**config.mk**
```make
export PLATFORM = sky130hd
export DESIGN_NAME = modulated_state_variable_filter
export DESIGN_NICKNAME = d
export VERILOG_FILES = /design/src/rtl/core/msvf_pkg.sv /design/src/rtl/core/msvf_exp_rom.sv /design/src/rtl/core/msvf_datapath.sv /design/src/rtl/core/msvf_useq.sv /design/src/rtl/core/modulated_state_variable_filter.sv
export SDC_FILE = /design/constraint.sdc
export NUM_CORES = 2
export LEC_CHECK = 0
export BUFFER_PORTS_ARGS = -buffer_cell sky130_fd_sc_hd__clkbuf_2
export CAP_MARGIN = 20
export CORE_MARGIN = 3
export CORE_UTILIZATION = 40
export CTS_CLUSTER_SIZE = 16
export DETAILED_ROUTE_END_ITERATION = 12
export MAX_ROUTING_LAYER = met4
export PLACE_DENSITY_LB_ADDON = 0.12
export SETUP_SLACK_MARGIN = 0.2
export SLEW_MARGIN = 10
export SYNTH_ARGS = -nofsm -noshare
export SYNTH_HDL_FRONTEND = slang
export SYNTH_HIERARCHICAL = 1
export SYNTH_SLANG_ARGS = --single-unit
```
**constraint.sdc**
```tcl
create_clock -name i_clk -period 25.8 [get_ports i_clk]
set_input_delay 2.58 -clock i_clk [delete_from_list [all_inputs] [get_ports i_clk]]
set_output_delay 2.58 -clock i_clk [all_outputs]
set_load 0.02 [all_outputs]
```
**src/rtl/core/msvf_pkg.sv**
```systemverilog
// Shared types, constants and functions of the modulated state-variable filter.
// Holds the microcode program, the control word layout and the exp2 table math.
// No dependencies; every other file refers to it by scoped names.
package msvf_pkg;

    // Defaults for the top-level parameters
    localparam int SAMPLE_WIDTH_DEF = 16;
    localparam int EXP_DEPTH_DEF    = 64;

    // Datapath widths
    localparam int ACC_W      = 32;   // saturated state and working values
    localparam int WIDE_W     = 36;   // headroom for sums before saturation
    localparam int SUM_W      = 34;   // sum of two band values
    localparam int MUL_A_W    = 17;   // coefficient operand, signed
    localparam int MUL_B_W    = 33;   // state / control operand, signed
    localparam int PROD_W     = MUL_A_W + MUL_B_W;
    localparam int EXP_FRAC_W = 28;   // fraction bits of the exponent product
    localparam int COEF_W     = 15;
    localparam int MOD_W      = 16;
    localparam int ENTRY_W    = 16;
    localparam int SHIFT_W    = 5;

    // ln 2 in Q30
    localparam logic [63:0] LN2_Q30 = 64'd744261118;

    // Configuration port
    localparam int CFG_IDX_W  = 3;
    localparam int CFG_DATA_W = 16;
    localparam logic [CFG_IDX_W-1:0] CFG_BAND_MODE    = 3'd0;
    localparam logic [CFG_IDX_W-1:0] CFG_BASE_COEF    = 3'd1;
    localparam logic [CFG_IDX_W-1:0] CFG_OCTAVE_DEPTH = 3'd2;
    localparam logic [CFG_IDX_W-1:0] CFG_KEY_COEF     = 3'd3;
    localparam logic [CFG_IDX_W-1:0] CFG_MAX_COEF     = 3'd4;
    localparam logic [CFG_IDX_W-1:0] CFG_DAMPING      = 3'd5;

    typedef enum logic [1:0] {
        BAND_PASS = 2'd0,
        BAND_LOW  = 2'd1,
        BAND_HIGH = 2'd2,
        BAND_BP   = 2'd3
    } t_band;

    typedef struct packed {
        t_band                band_mode;
        logic [COEF_W-1:0]    base_coef;
        logic [MOD_W-1:0]     octave_depth;
        logic [COEF_W-1:0]    key_coef;
        logic [COEF_W-1:0]    max_coef;
        logic [COEF_W-1:0]    damping;
    } t_cfg;

    localparam logic [COEF_W-1:0] RST_BASE_COEF    = 15'd513;
    localparam logic [MOD_W-1:0]  RST_OCTAVE_DEPTH = 16'd8192;
    localparam logic [COEF_W-1:0] RST_KEY_COEF     = 15'd7613;
    localparam logic [COEF_W-1:0] RST_MAX_COEF     = 15'd19261;
    localparam logic [COEF_W-1:0] RST_DAMPING      = 15'd23406;

    // Microcode
    typedef enum logic [2:0] {
        MUL_NONE,
        MUL_EXP,     // octave_depth * mod_control
        MUL_SCALE,   // base_coef * exp2 entry
        MUL_FB,      // coef * bandpass
        MUL_DB,      // damping * bandpass
        MUL_FH       // coef * highpass
    } t_mul;

    typedef enum logic [2:0] {
        ALU_NONE,
        ALU_INDEX,   // split exponent into shift and table index
        ALU_COEF,    // shift, add key coefficient, clamp
        ALU_LOW,     // lowpass update
        ALU_HIGH,    // highpass
        ALU_BAND     // bandpass update and band sum
    } t_alu;

    typedef enum logic [1:0] {
        BR_NEXT,     // fall through
        BR_BYPASS,   // jump to target in pass mode
        BR_LOOP,     // jump to target once, for the second filter pass
        BR_OUT       // wait for the output register, then retire
    } t_br;

    localparam int STEP_W = 4;
    localparam logic [STEP_W-1:0] STEP_EXP    = 4'd0;
    localparam logic [STEP_W-1:0] STEP_INDEX  = 4'd1;
    localparam logic [STEP_W-1:0] STEP_LOOKUP = 4'd2;
    localparam logic [STEP_W-1:0] STEP_SCALE  = 4'd3;
    localparam logic [STEP_W-1:0] STEP_COEF   = 4'd4;
    localparam logic [STEP_W-1:0] STEP_FB     = 4'd5;
    localparam logic [STEP_W-1:0] STEP_LOW    = 4'd6;
    localparam logic [STEP_W-1:0] STEP_HIGH   = 4'd7;
    localparam logic [STEP_W-1:0] STEP_FH     = 4'd8;
    localparam logic [STEP_W-1:0] STEP_BAND   = 4'd9;
    localparam logic [STEP_W-1:0] STEP_OUT    = 4'd10;

    typedef struct packed {
        t_mul              mul;
        t_alu              alu;
        t_br               br;
        logic [STEP_W-1:0] target;
    } t_uword;

    // Decoded operation handed from the sequencer to the datapath
    typedef struct packed {
        t_mul mul;
        t_alu alu;
        logic second;   // second filter pass: feed the raw input
        logic commit;   // result leaves, filter state advances
    } t_uop;

    typedef struct packed {
        logic bypass;
        logic out_free;
    } t_stat;

    function automatic t_uword ucode(input logic [STEP_W-1:0] step);
        t_uword w;
        w = '{mul: MUL_NONE, alu: ALU_NONE, br: BR_NEXT, target: STEP_EXP};
        case (step)
            STEP_EXP: begin
                w.mul = MUL_EXP;
                w.br = BR_BYPASS;
                w.target = STEP_OUT;
            end
            STEP_INDEX:  w.alu = ALU_INDEX;
            STEP_LOOKUP: w.alu = ALU_NONE;
            STEP_SCALE:  w.mul = MUL_SCALE;
            STEP_COEF:   w.alu = ALU_COEF;
            STEP_FB:     w.mul = MUL_FB;
            STEP_LOW: begin
                w.mul = MUL_DB;
                w.alu = ALU_LOW;
            end
            STEP_HIGH:   w.alu = ALU_HIGH;
            STEP_FH:     w.mul = MUL_FH;
            STEP_BAND: begin
                w.alu = ALU_BAND;
                w.br = BR_LOOP;
                w.target = STEP_FB;
            end
            STEP_OUT:    w.br = BR_OUT;
            default:     w.br = BR_OUT;
        endcase
        return w;
    endfunction

    // 2^(y / 2^30 / ln2) in Q1.15 by Taylor series, y = k * ln2 / depth in Q30.
    // Only evaluated on constants at elaboration.
    function automatic logic [ENTRY_W-1:0] exp_series(input logic [63:0] y);
        logic [63:0] term;
        logic [63:0] acc;
        logic [63:0] v;
        term = 64'd1 << 30;
        acc  = term;
        for (int n = 1; n <= 30; n++) begin
            term = ((term * y) >> 30) / 64'(n);
            acc  = acc + term;
        end
        v = (acc + (64'd1 << 14)) >> 15;
        if (v > 64'd65535)
            v = 64'd65535;
        return v[ENTRY_W-1:0];
    endfunction

    function automatic logic signed [ACC_W-1:0] sat32(input logic signed [WIDE_W-1:0] v);
        logic signed [WIDE_W-1:0] hi;
        logic signed [WIDE_W-1:0] lo;
        hi = 36'sd2147483647;
        lo = -36'sd2147483648;
        if (v > hi)
            return 32'sh7FFFFFFF;
        else if (v < lo)
            return 32'sh80000000;
        else
            return v[ACC_W-1:0];
    endfunction

endpackage

```
**src/rtl/core/msvf_exp_rom.sv**
```systemverilog
// Constant exp2 fraction table with registered read.
// Entries are built at elaboration with msvf_pkg::exp_series.
module msvf_exp_rom #(
    parameter int EXP_TABLE_DEPTH = msvf_pkg::EXP_DEPTH_DEF,
    localparam int IDX_W = $clog2(EXP_TABLE_DEPTH)
) (
    input  logic                           i_clk,
    input  logic [IDX_W-1:0]               i_idx,
    output logic [msvf_pkg::ENTRY_W-1:0]   o_entry
);

    logic [msvf_pkg::ENTRY_W-1:0] w_rom [EXP_TABLE_DEPTH];
    logic [msvf_pkg::ENTRY_W-1:0] r_entry;

    for (genvar k = 0; k < EXP_TABLE_DEPTH; k++) begin : g_rom
        localparam logic [63:0] Y = (64'(k) * msvf_pkg::LN2_Q30) / 64'(EXP_TABLE_DEPTH);
        assign w_rom[k] = msvf_pkg::exp_series(Y);
    end

    always_ff @(posedge i_clk) begin
        r_entry <= w_rom[i_idx];
    end

    assign o_entry = r_entry;

endmodule

```
**src/rtl/core/msvf_datapath.sv**
```systemverilog
// Datapath of the filter: one shared multiplier, a small ALU and the filter state.
// Driven one operation per cycle by msvf_useq; uses msvf_pkg and msvf_exp_rom.
module msvf_datapath #(
    parameter int SAMPLE_WIDTH    = msvf_pkg::SAMPLE_WIDTH_DEF,
    parameter int EXP_TABLE_DEPTH = msvf_pkg::EXP_DEPTH_DEF
) (
    input  logic                              i_clk,
    input  logic                              i_rst_n,
    input  logic                              i_start,
    input  logic signed [SAMPLE_WIDTH-1:0]    i_sample_in,
    input  logic signed [msvf_pkg::MOD_W-1:0] i_mod_control,
    input  msvf_pkg::t_cfg                    i_cfg,
    input  msvf_pkg::t_uop                    i_uop,
    output logic signed [SAMPLE_WIDTH-1:0]    o_result
);

    localparam int SW     = SAMPLE_WIDTH;
    localparam int ACC_W  = msvf_pkg::ACC_W;
    localparam int WIDE_W = msvf_pkg::WIDE_W;
    localparam int SUM_W  = msvf_pkg::SUM_W;
    localparam int PROD_W = msvf_pkg::PROD_W;
    localparam int FW     = msvf_pkg::EXP_FRAC_W;
    localparam int IDX_W  = $clog2(EXP_TABLE_DEPTH);
    localparam int COEF_W = msvf_pkg::COEF_W;
    localparam logic signed [SUM_W-1:0] S_MAX =
        SUM_W'((64'sd1 <<< (SAMPLE_WIDTH - 1)) - 64'sd1);
    localparam logic signed [SUM_W-1:0] S_MIN = -S_MAX - 34'sd1;

    logic signed [SW-1:0]                   r_x;
    logic signed [msvf_pkg::MOD_W-1:0]      r_mod;
    logic signed [SW-1:0]                   r_prev;
    logic signed [PROD_W-1:0]               r_prod;
    logic [IDX_W-1:0]                       r_idx;
    logic [msvf_pkg::SHIFT_W-1:0]           r_shift;
    logic [COEF_W-1:0]                      r_f;
    logic signed [ACC_W-1:0]                r_l;
    logic signed [ACC_W-1:0]                r_h;
    logic signed [ACC_W-1:0]                r_b;
    logic signed [SUM_W-1:0]                r_sum;

    logic signed [msvf_pkg::MUL_A_W-1:0]    w_mul_a;
    logic signed [msvf_pkg::MUL_B_W-1:0]    w_mul_b;
    logic signed [PROD_W-1:0]               w_mul_p;
    logic [msvf_pkg::ENTRY_W-1:0]           w_entry;

    // Multiplier operand select
    always_comb begin
        w_mul_a = '0;
        w_mul_b = '0;
        case (i_uop.mul)
            msvf_pkg::MUL_EXP: begin
                w_mul_a = {1'b0, i_cfg.octave_depth};
                w_mul_b = {{17{r_mod[15]}}, r_mod};
            end
            msvf_pkg::MUL_SCALE: begin
                w_mul_a = {2'b00, i_cfg.base_coef};
                w_mul_b = {17'd0, w_entry};
            end
            msvf_pkg::MUL_FB: begin
                w_mul_a = {2'b00, r_f};
                w_mul_b = {r_b[ACC_W-1], r_b};
            end
            msvf_pkg::MUL_DB: begin
                w_mul_a = {2'b00, i_cfg.damping};
                w_mul_b = {r_b[ACC_W-1], r_b};
            end
            msvf_pkg::MUL_FH: begin
                w_mul_a = {2'b00, r_f};
                w_mul_b = {r_h[ACC_W-1], r_h};
            end
            default: begin
                w_mul_a = '0;
                w_mul_b = '0;
            end
        endcase
    end

    assign w_mul_p = PROD_W'(w_mul_a) * PROD_W'(w_mul_b);

    // Exponent split: top bits are the signed octave count, the rest the fraction
    logic [FW-1:0]                  w_frac;
    logic [FW+IDX_W:0]              w_frac_scaled;
    logic [5:0]                     w_shift6;

    assign w_frac        = r_prod[FW-1:0];
    assign w_frac_scaled = (FW+IDX_W+1)'(w_frac) * (FW+IDX_W+1)'(EXP_TABLE_DEPTH);
    assign w_shift6      = 6'd15 - {r_prod[FW+4], r_prod[FW+4:FW]};

    msvf_exp_rom #(
        .EXP_TABLE_DEPTH(EXP_TABLE_DEPTH)
    ) u_exp_rom (
        .i_clk   (i_clk),
        .i_idx   (r_idx),
        .o_entry (w_entry)
    );

    // Coefficient: scaled base, plus keyboard term, clamped from above
    logic [30:0]        w_scaled;
    logic [24:0]        w_msum;
    logic [COEF_W-1:0]  w_coef;

    assign w_scaled = r_prod[30:0] >> r_shift;
    assign w_msum   = {1'b0, w_scaled[23:0]} + 25'(i_cfg.key_coef);
    assign w_coef   = (w_msum > 25'(i_cfg.max_coef)) ? i_cfg.max_coef : w_msum[COEF_W-1:0];

    // Rounded products: add half, keep the high bits (floor)
    logic signed [PROD_W-1:0]   w_p15;
    logic signed [PROD_W-1:0]   w_p14;
    logic signed [PROD_W-16:0]  w_rnd15;
    logic signed [PROD_W-15:0]  w_rnd14;

    assign w_p15   = r_prod + PROD_W'(1 << 14);
    assign w_p14   = r_prod + PROD_W'(1 << 13);
    assign w_rnd15 = w_p15[PROD_W-1:15];
    assign w_rnd14 = w_p14[PROD_W-1:14];

    // Filter arithmetic
    logic signed [SW:0]         w_pair;
    logic signed [SW-1:0]       w_avg;
    logic signed [SW-1:0]       w_u;
    logic signed [ACC_W-1:0]    w_l_new;
    logic signed [ACC_W-1:0]    w_h_new;
    logic signed [ACC_W-1:0]    w_b_new;
    logic signed [ACC_W-1:0]    w_band;

    assign w_pair  = {r_x[SW-1], r_x} + {r_prev[SW-1], r_prev};
    assign w_avg   = w_pair[SW:1];
    assign w_u     = i_uop.second ? r_x : w_avg;
    assign w_l_new = msvf_pkg::sat32({{(WIDE_W-ACC_W){r_l[ACC_W-1]}}, r_l}
                                     + {w_rnd15[PROD_W-16], w_rnd15});
    assign w_h_new = msvf_pkg::sat32({{(WIDE_W-SW){w_u[SW-1]}}, w_u}
                                     - {{(WIDE_W-ACC_W){r_l[ACC_W-1]}}, r_l}
                                     - w_rnd14);
    assign w_b_new = msvf_pkg::sat32({{(WIDE_W-ACC_W){r_b[ACC_W-1]}}, r_b}
                                     + {w_rnd15[PROD_W-16], w_rnd15});

    always_comb begin
        case (i_cfg.band_mode)
            msvf_pkg::BAND_LOW:  w_band = r_l;
            msvf_pkg::BAND_HIGH: w_band = r_h;
            default:             w_band = w_b_new;
        endcase
    end

    // Working registers
    always_ff @(posedge i_clk) begin
        if (i_start) begin
            r_x   <= i_sample_in;
            r_mod <= i_mod_control;
            r_sum <= '0;
        end
        if (i_uop.mul != msvf_pkg::MUL_NONE)
            r_prod <= w_mul_p;
        case (i_uop.alu)
            msvf_pkg::ALU_INDEX: begin
                r_idx   <= w_frac_scaled[FW+IDX_W-1:FW];
                r_shift <= w_shift6[msvf_pkg::SHIFT_W-1:0];
            end
            msvf_pkg::ALU_COEF: r_f <= w_coef;
            msvf_pkg::ALU_HIGH: r_h <= w_h_new;
            msvf_pkg::ALU_BAND: r_sum <= r_sum + {{(SUM_W-ACC_W){w_band[ACC_W-1]}}, w_band};
            default: ;
        endcase
    end

    // Filter state
    always_ff @(posedge i_clk) begin
        if (!i_rst_n) begin
            r_prev <= '0;
            r_l    <= '0;
            r_b    <= '0;
        end else begin
            if (i_uop.alu == msvf_pkg::ALU_LOW)
                r_l <= w_l_new;
            if (i_uop.alu == msvf_pkg::ALU_BAND)
                r_b <= w_b_new;
            if (i_uop.commit && (i_cfg.band_mode != msvf_pkg::BAND_PASS))
                r_prev <= r_x;
        end
    end

    // Result: raw sample in pass mode, else the band sum saturated to sample range
    always_comb begin
        if (i_cfg.band_mode == msvf_pkg::BAND_PASS)
            o_result = r_x;
        else if (r_sum > S_MAX)
            o_result = S_MAX[SW-1:0];
        else if (r_sum < S_MIN)
            o_result = S_MIN[SW-1:0];
        else
            o_result = r_sum[SW-1:0];
    end

endmodule

```
**src/rtl/core/msvf_useq.sv**
```systemverilog
// Microcode sequencer: step counter, program lookup and branch logic.
// Program and control word layout come from msvf_pkg.
module msvf_useq (
    input  logic            i_clk,
    input  logic            i_rst_n,
    input  logic            i_start,
    input  msvf_pkg::t_stat i_stat,
    output msvf_pkg::t_uop  o_uop,
    output logic            o_busy
);

    localparam int STEP_W = msvf_pkg::STEP_W;

    logic               r_busy;
    logic               n_busy;
    logic [STEP_W-1:0]  r_step;
    logic [STEP_W-1:0]  n_step;
    logic               r_second;
    logic               n_second;
    msvf_pkg::t_uword   w_word;

    assign w_word = msvf_pkg::ucode(r_step);

    always_ff @(posedge i_clk) begin
        if (!i_rst_n) begin
            r_busy   <= 1'b0;
            r_step   <= msvf_pkg::STEP_EXP;
            r_second <= 1'b0;
        end else begin
            r_busy   <= n_busy;
            r_step   <= n_step;
            r_second <= n_second;
        end
    end

    always_comb begin
        n_busy   = r_busy;
        n_step   = r_step;
        n_second = r_second;
        o_uop    = '{mul: msvf_pkg::MUL_NONE, alu: msvf_pkg::ALU_NONE,
                     second: r_second, commit: 1'b0};
        if (!r_busy) begin
            if (i_start) begin
                n_busy   = 1'b1;
                n_step   = msvf_pkg::STEP_EXP;
                n_second = 1'b0;
            end
        end else begin
            o_uop.mul = w_word.mul;
            o_uop.alu = w_word.alu;
            case (w_word.br)
                msvf_pkg::BR_NEXT: n_step = r_step + STEP_W'(1);
                msvf_pkg::BR_BYPASS: begin
                    n_step = i_stat.bypass ? w_word.target : r_step + STEP_W'(1);
                end
                msvf_pkg::BR_LOOP: begin
                    if (!r_second) begin
                        n_second = 1'b1;
                        n_step   = w_word.target;
                    end else begin
                        n_step = r_step + STEP_W'(1);
                    end
                end
                msvf_pkg::BR_OUT: begin
                    if (i_stat.out_free) begin
                        o_uop.commit = 1'b1;
                        n_busy       = 1'b0;
                    end
                end
                default: n_busy = 1'b0;
            endcase
        end
    end

    assign o_busy = r_busy;

endmodule

```
**src/rtl/core/modulated_state_variable_filter.sv**
```systemverilog
// Top level of the modulated state-variable filter (Chamberlin form, run twice a sample).
// Instantiates msvf_useq and msvf_datapath; types and constants from msvf_pkg.
//
// Usage:
//   Input channel: i_valid / o_stall with i_sample_in and i_mod_control. A transaction
//   is taken at a rising edge with i_valid high and o_stall low. One item is worked on
//   at a time; o_stall stays high while the sequencer is busy.
//   Output channel: o_valid / i_stall with o_sample_out, one transaction per input.
//   Configuration: write i_cfg_data to register i_cfg_index at an edge with i_cfg_we
//   high (0 band mode, 1 base coef, 2 octave depth, 3 key coef, 4 max coef, 5 damping).
//   Write only while the block is idle.
// Sequencing:
//   Filter modes run the whole microcode program, pass mode jumps from the first step
//   to the output step. The next item is taken only once the sequencer has retired the current one.
//   One step per cycle while not waiting in the output step; the five filter steps
//   run twice, and every product goes through the single shared 17x33 multiplier.
//   An item that waits in the output register does not hold up the next one.
// Reset (synchronous, active low): clear the filter state, load the register defaults.
// Receiver stall: the output register holds its transaction; a finished item then
//   waits in the last microcode step until the register frees up.
module modulated_state_variable_filter #(
    parameter int SAMPLE_WIDTH    = msvf_pkg::SAMPLE_WIDTH_DEF,
    parameter int EXP_TABLE_DEPTH = msvf_pkg::EXP_DEPTH_DEF
) (
    input  logic                                  i_clk,
    input  logic                                  i_rst_n,
    input  logic                                  i_valid,
    output logic                                  o_stall,
    input  logic signed [SAMPLE_WIDTH-1:0]        i_sample_in,
    input  logic signed [msvf_pkg::MOD_W-1:0]     i_mod_control,
    output logic                                  o_valid,
    input  logic                                  i_stall,
    output logic signed [SAMPLE_WIDTH-1:0]        o_sample_out,
    input  logic                                  i_cfg_we,
    input  logic [msvf_pkg::CFG_IDX_W-1:0]        i_cfg_index,
    input  logic [msvf_pkg::CFG_DATA_W-1:0]       i_cfg_data
);

    msvf_pkg::t_cfg                 r_cfg;
    logic                           r_out_valid;
    logic signed [SAMPLE_WIDTH-1:0] r_out_data;

    logic                           w_busy;
    logic                           w_start;
    msvf_pkg::t_stat                w_stat;
    msvf_pkg::t_uop                 w_uop;
    logic signed [SAMPLE_WIDTH-1:0] w_result;

    // Configuration registers: write-only, unknown indexes dropped
    always_ff @(posedge i_clk) begin
        if (!i_rst_n) begin
            r_cfg.band_mode    <= msvf_pkg::BAND_PASS;
            r_cfg.base_coef    <= msvf_pkg::RST_BASE_COEF;
            r_cfg.octave_depth <= msvf_pkg::RST_OCTAVE_DEPTH;
            r_cfg.key_coef     <= msvf_pkg::RST_KEY_COEF;
            r_cfg.max_coef     <= msvf_pkg::RST_MAX_COEF;
            r_cfg.damping      <= msvf_pkg::RST_DAMPING;
        end else if (i_cfg_we) begin
            case (i_cfg_index)
                msvf_pkg::CFG_BAND_MODE:    r_cfg.band_mode <= msvf_pkg::t_band'(i_cfg_data[1:0]);
                msvf_pkg::CFG_BASE_COEF:    r_cfg.base_coef    <= i_cfg_data[14:0];
                msvf_pkg::CFG_OCTAVE_DEPTH: r_cfg.octave_depth <= i_cfg_data;
                msvf_pkg::CFG_KEY_COEF:     r_cfg.key_coef     <= i_cfg_data[14:0];
                msvf_pkg::CFG_MAX_COEF:     r_cfg.max_coef     <= i_cfg_data[14:0];
                msvf_pkg::CFG_DAMPING:      r_cfg.damping      <= i_cfg_data[14:0];
                default: ;
            endcase
        end
    end

    // Accept a new item only while the sequencer is idle
    assign o_stall = w_busy;
    assign w_start = i_valid && !w_busy;

    assign w_stat.bypass   = (r_cfg.band_mode == msvf_pkg::BAND_PASS);
    assign w_stat.out_free = !r_out_valid || !i_stall;

    msvf_useq u_useq (
        .i_clk   (i_clk),
        .i_rst_n (i_rst_n),
        .i_start (w_start),
        .i_stat  (w_stat),
        .o_uop   (w_uop),
        .o_busy  (w_busy)
    );

    msvf_datapath #(
        .SAMPLE_WIDTH    (SAMPLE_WIDTH),
        .EXP_TABLE_DEPTH (EXP_TABLE_DEPTH)
    ) u_datapath (
        .i_clk         (i_clk),
        .i_rst_n       (i_rst_n),
        .i_start       (w_start),
        .i_sample_in   (i_sample_in),
        .i_mod_control (i_mod_control),
        .i_cfg         (r_cfg),
        .i_uop         (w_uop),
        .o_result      (w_result)
    );

    // Output register: load on commit, drop once the receiver takes it
    always_ff @(posedge i_clk) begin
        if (!i_rst_n) begin
            r_out_valid <= 1'b0;
        end else if (w_uop.commit) begin
            r_out_valid <= 1'b1;
        end else if (!i_stall) begin
            r_out_valid <= 1'b0;
        end
    end

    always_ff @(posedge i_clk) begin
        if (w_uop.commit)
            r_out_data <= w_result;
    end

    assign o_valid      = r_out_valid;
    assign o_sample_out = r_out_data;

endmodule
```
==> flow_metrics.py <==
metrics = {
    "status": {
        "status": "complete, no violations",
    },
    "power_and_ir_drop": {
        "p_leak_uw": 0.0216,
        "ir_drop_v": 0.0000536,
        "total_power_uw": 2880,
        "p_per_area_nw_per_um2": 56.4,
    },
    "setup_path": {
        "end_kind": "register",
        "critPathMaxStageDelay_ns": 0.76,
        "cp-start-kind": "register",
        "setup.worst_path.class": "reg2reg",
        "critical_path.max_fanout": 33,
        "cp.required_ns": 26.15,
        "worst_ep_arrival_time_ns": 10.98,
        "crit_slowest_cell": "a2111oi_0",
        "critPathMostFrequentCell": "fa_1",
    },
    "layout": {
        "area_growth_pct": 7.51,
        "layout_common_cells": "nand2_1, inv_1, fa_1, nor2_1, ha_1",
        "diodes": 0,
        "layout.nets": 6280,
        "post-route-util_pct": 43.7,
        "n_fill_cell": 11700,
        "drive_above_1_share_pct": 6.68,
        "layout_commonest_cell": "nand2_1",
    },
    "grt": {
        "track_usage_pct": 25.8,
        "antenna_found_initial": 3,
        "grt_pass1_vias": 38400,
        "grt_max_degree": 102,
        "grt_overflow": 0,
        "grt_pass1_wl_um": 237000,
    },
    "min_path": {
        "hold_path_class": "reg2reg",
    },
    "sta": {
        "fin_skew_ns": 0.0358,
        "setup_tns_ns": 0,
        "period_minus_slack_ns": 10.63,
        "fmax_mhz": 94.1,
        "maxSlewHeadroom_pct": 25.2,
        "setup_viol": 0,
        "drv_slew": 0,
        "period_share_pct": 41.2,
        "rsz0062_at_grt": "false",
        "finalHoldViolCount": 0,
        "timing_worst_slew_pin_value_ns": 1.12,
    },
    "synthesis": {
        "syn_nets": 6354,
        "yosysSeqAreaShare_pct": 19.6,
        "synthAdderAreaFrac_pct": 30.5,
        "synth_top_area_share_pct": 21.1,
        "ys_types": 105,
        "syn_area_sq_um": 47500,
        "synth_xor_area_share_pct": 5.25,
        "synth_top_family_by_area": "adder cells",
        "ys_ff_latch": 370,
        "synthFlopType": "edfxtp_1",
        "synth.area.top_cells": "fa_1, edfxtp_1, ha_1, dfxtp_1, nand2_1",
        "synth_warnings": 6,
        "yosys.area.top_type": "fa_1",
        "synth_compound_area_share_pct": 16.5,
        "async_flop_share_pct": 0,
        "avgSynthCellArea_sq_um": 8.74,
        "synth_simple_gate_area_share_pct": 15.5,
        "synth-edff-count": 190,
        "syn_inst": 5439,
        "synth_mux_area_share_pct": 4.86,
    },
    "clock_network": {
        "clk_latency_ns": 0.62,
        "cts_tree": "done",
        "postCtsSetupBuffers": 0,
        "numClockSinks": 370,
        "cts_max_level": 2,
        "ctsLongestPathBuffers": 3,
        "ctsRootBufferMaster": "clkbuf_16",
        "cts_buffers": 48,
        "cts_hold_buf": 0,
        "cts.clk_slew.worst_paths_ns": 0.06,
        "cts_resized": 0,
    },
    "placement": {
        "gp_congestion": 0.935,
        "hpwl_um": 123000,
        "portBuffers": 73,
    },
    "floorplanning": {
        "die_w_um": 351,
        "die_h_um": 351,
        "row_count": 125,
        "start_util_pct": 40.6,
        "io_pins": 74,
        "core_sq_um": 117000,
        "die_area_sq_um": 123000,
    },
    "routing": {
        "vias": 39000,
        "vias_per_cell": 5.63,
        "wl_per_cell_um": 22.3,
        "ant_nets": 0,
        "drc": 0,
        "wl_um": 154000,
        "first_pass_iters": 6,
        "drtIter0Drc": 3394,
    },
    "run": {
        "maxCapViolCount": 0,
    },
}
[cell type report]
cell class | count | area [sq um] | share of cell area (%)
flip-flops and latches | 370 | 9310 | 18.2
inverters | 662 | 2480 | 4.86
repair buffers | 159 | 1020 | 2.01
multi-input cells | 4124 | 34700 | 68.0
clock buffers | 63 | 1350 | 2.64
well taps | 1524 | 1910 | 3.73
clock inverters | 27 | 267 | 0.522
[cells by family after synthesis]
group | after synthesis
simple gates | 1633
compound gates | 1162
buf+inv | 945
fa+ha+maj | 859
flops | 370
xor+xnor | 285
mux | 184
other cells | 1
[per-stage QoR]
step | instance area (sq um) | instances | setup slack [ns] | hold slack [ns]
after floorplan | 47500 | 5439 | 16.74 | 0.421
final | 51100 | 6929 | 15.17 | 0.460
after CTS | 51100 | 6928 | 15.28 | 0.460
after global placement | 49400 | 6837 | 15.47 | 0.445
after detailed placement | 49400 | 6838 | 15.35 | 0.450
after global routing | 51100 | 6929 | 14.54 | 0.467
[final timing paths]
check	start	end	slack, ns	depth (start not counted)
worst min register to register	r_cfg[71]$_SDFFE_PN0P_	r_cfg[71]$_SDFFE_PN0P_	0.46	2
worst max-delay path	u_useq/r_step[2]$_SDFFE_PN0P_	u_datapath/r_prod[49]$_DFFE_PP_	15.17	29
worst max register to register	u_useq/r_step[2]$_SDFFE_PN0P_	u_datapath/r_prod[49]$_DFFE_PP_	15.17	29
worst min-delay path	r_cfg[71]$_SDFFE_PN0P_	r_cfg[71]$_SDFFE_PN0P_	0.46	2
[metal layers]
metal | global-route usage [%] | vias to the layer above | part of all wire, %
met2 | 41.1 | 1132 | 47
met3 | 2.60 | 267 | 5.0
met5 | - | - | 0
met1 | 34.4 | 19300 | 44
met4 | 8.97 | 0 | 4.1
li1 | - | 18400 | -
[registers in the layout (all words and copies together) (netlist names), 5 cells and up]
signal                        count
o_sample_out                     16
r_cfg                            78
u_datapath/r_b                   32
u_datapath/r_f                   15
u_datapath/r_h                   32
u_datapath/r_idx                  6
u_datapath/r_l                   32
u_datapath/r_mod                 16
u_datapath/r_prev                16
u_datapath/r_prod                50
u_datapath/r_shift                5
u_datapath/r_sum                 34
u_datapath/r_x                   16
u_datapath/u_exp_rom/o_entry     15
[where the power goes]
group | switching [uW] | internal, uW | leakage, uW
Clock | 292 | 402 | 0.000799
Combinational | 890 | 528 | 0.0175
Sequential | 74.2 | 696 | 0.00325
[worst max-delay path, delay by kind of cell (launching register included)]
kind | cells | cell delay, ns
adders and majority gates | 7 | 3.45
buffers and inverters | 4 | 0.95
AOI/OAI and AO/OA | 12 | 4.07
xor gates and xnor gates | 1 | 0.08
DFF | 1 | 0.51
and+or+nand+nor | 5 | 1.25
[Yosys cell counts (19+ instances only)]
| cell | number |
|---|---|
| a211oi_1 | 37 |
| a21o_1 | 117 |
| a21oi_1 | 247 |
| a221o_1 | 25 |
| a221oi_1 | 60 |
| a22oi_1 | 106 |
| a31oi_1 | 27 |
| and2_1 | 46 |
| and3_1 | 29 |
| buf_1 | 19 |
| buf_2 | 34 |
| clkbuf_1 | 214 |
| dfxtp_1 | 180 |
| edfxtp_1 | 190 |
| fa_1 | 500 |
| ha_1 | 359 |
| inv_1 | 656 |
| mux2_2 | 20 |
| mux2i_1 | 121 |
| mux4_2 | 22 |
| nand2_1 | 701 |
| nand2b_1 | 59 |
| nand3_1 | 101 |
| nand4_1 | 38 |
| nor2_1 | 403 |
| nor2b_1 | 103 |
| nor3_1 | 60 |
| o211ai_1 | 46 |
| o21a_1 | 63 |
| o21ai_0 | 219 |
| o21bai_1 | 37 |
| o31ai_1 | 23 |
| xnor2_1 | 180 |
| xor2_1 | 105 |
Note: power is estimated with default switching activity, not from simulation.
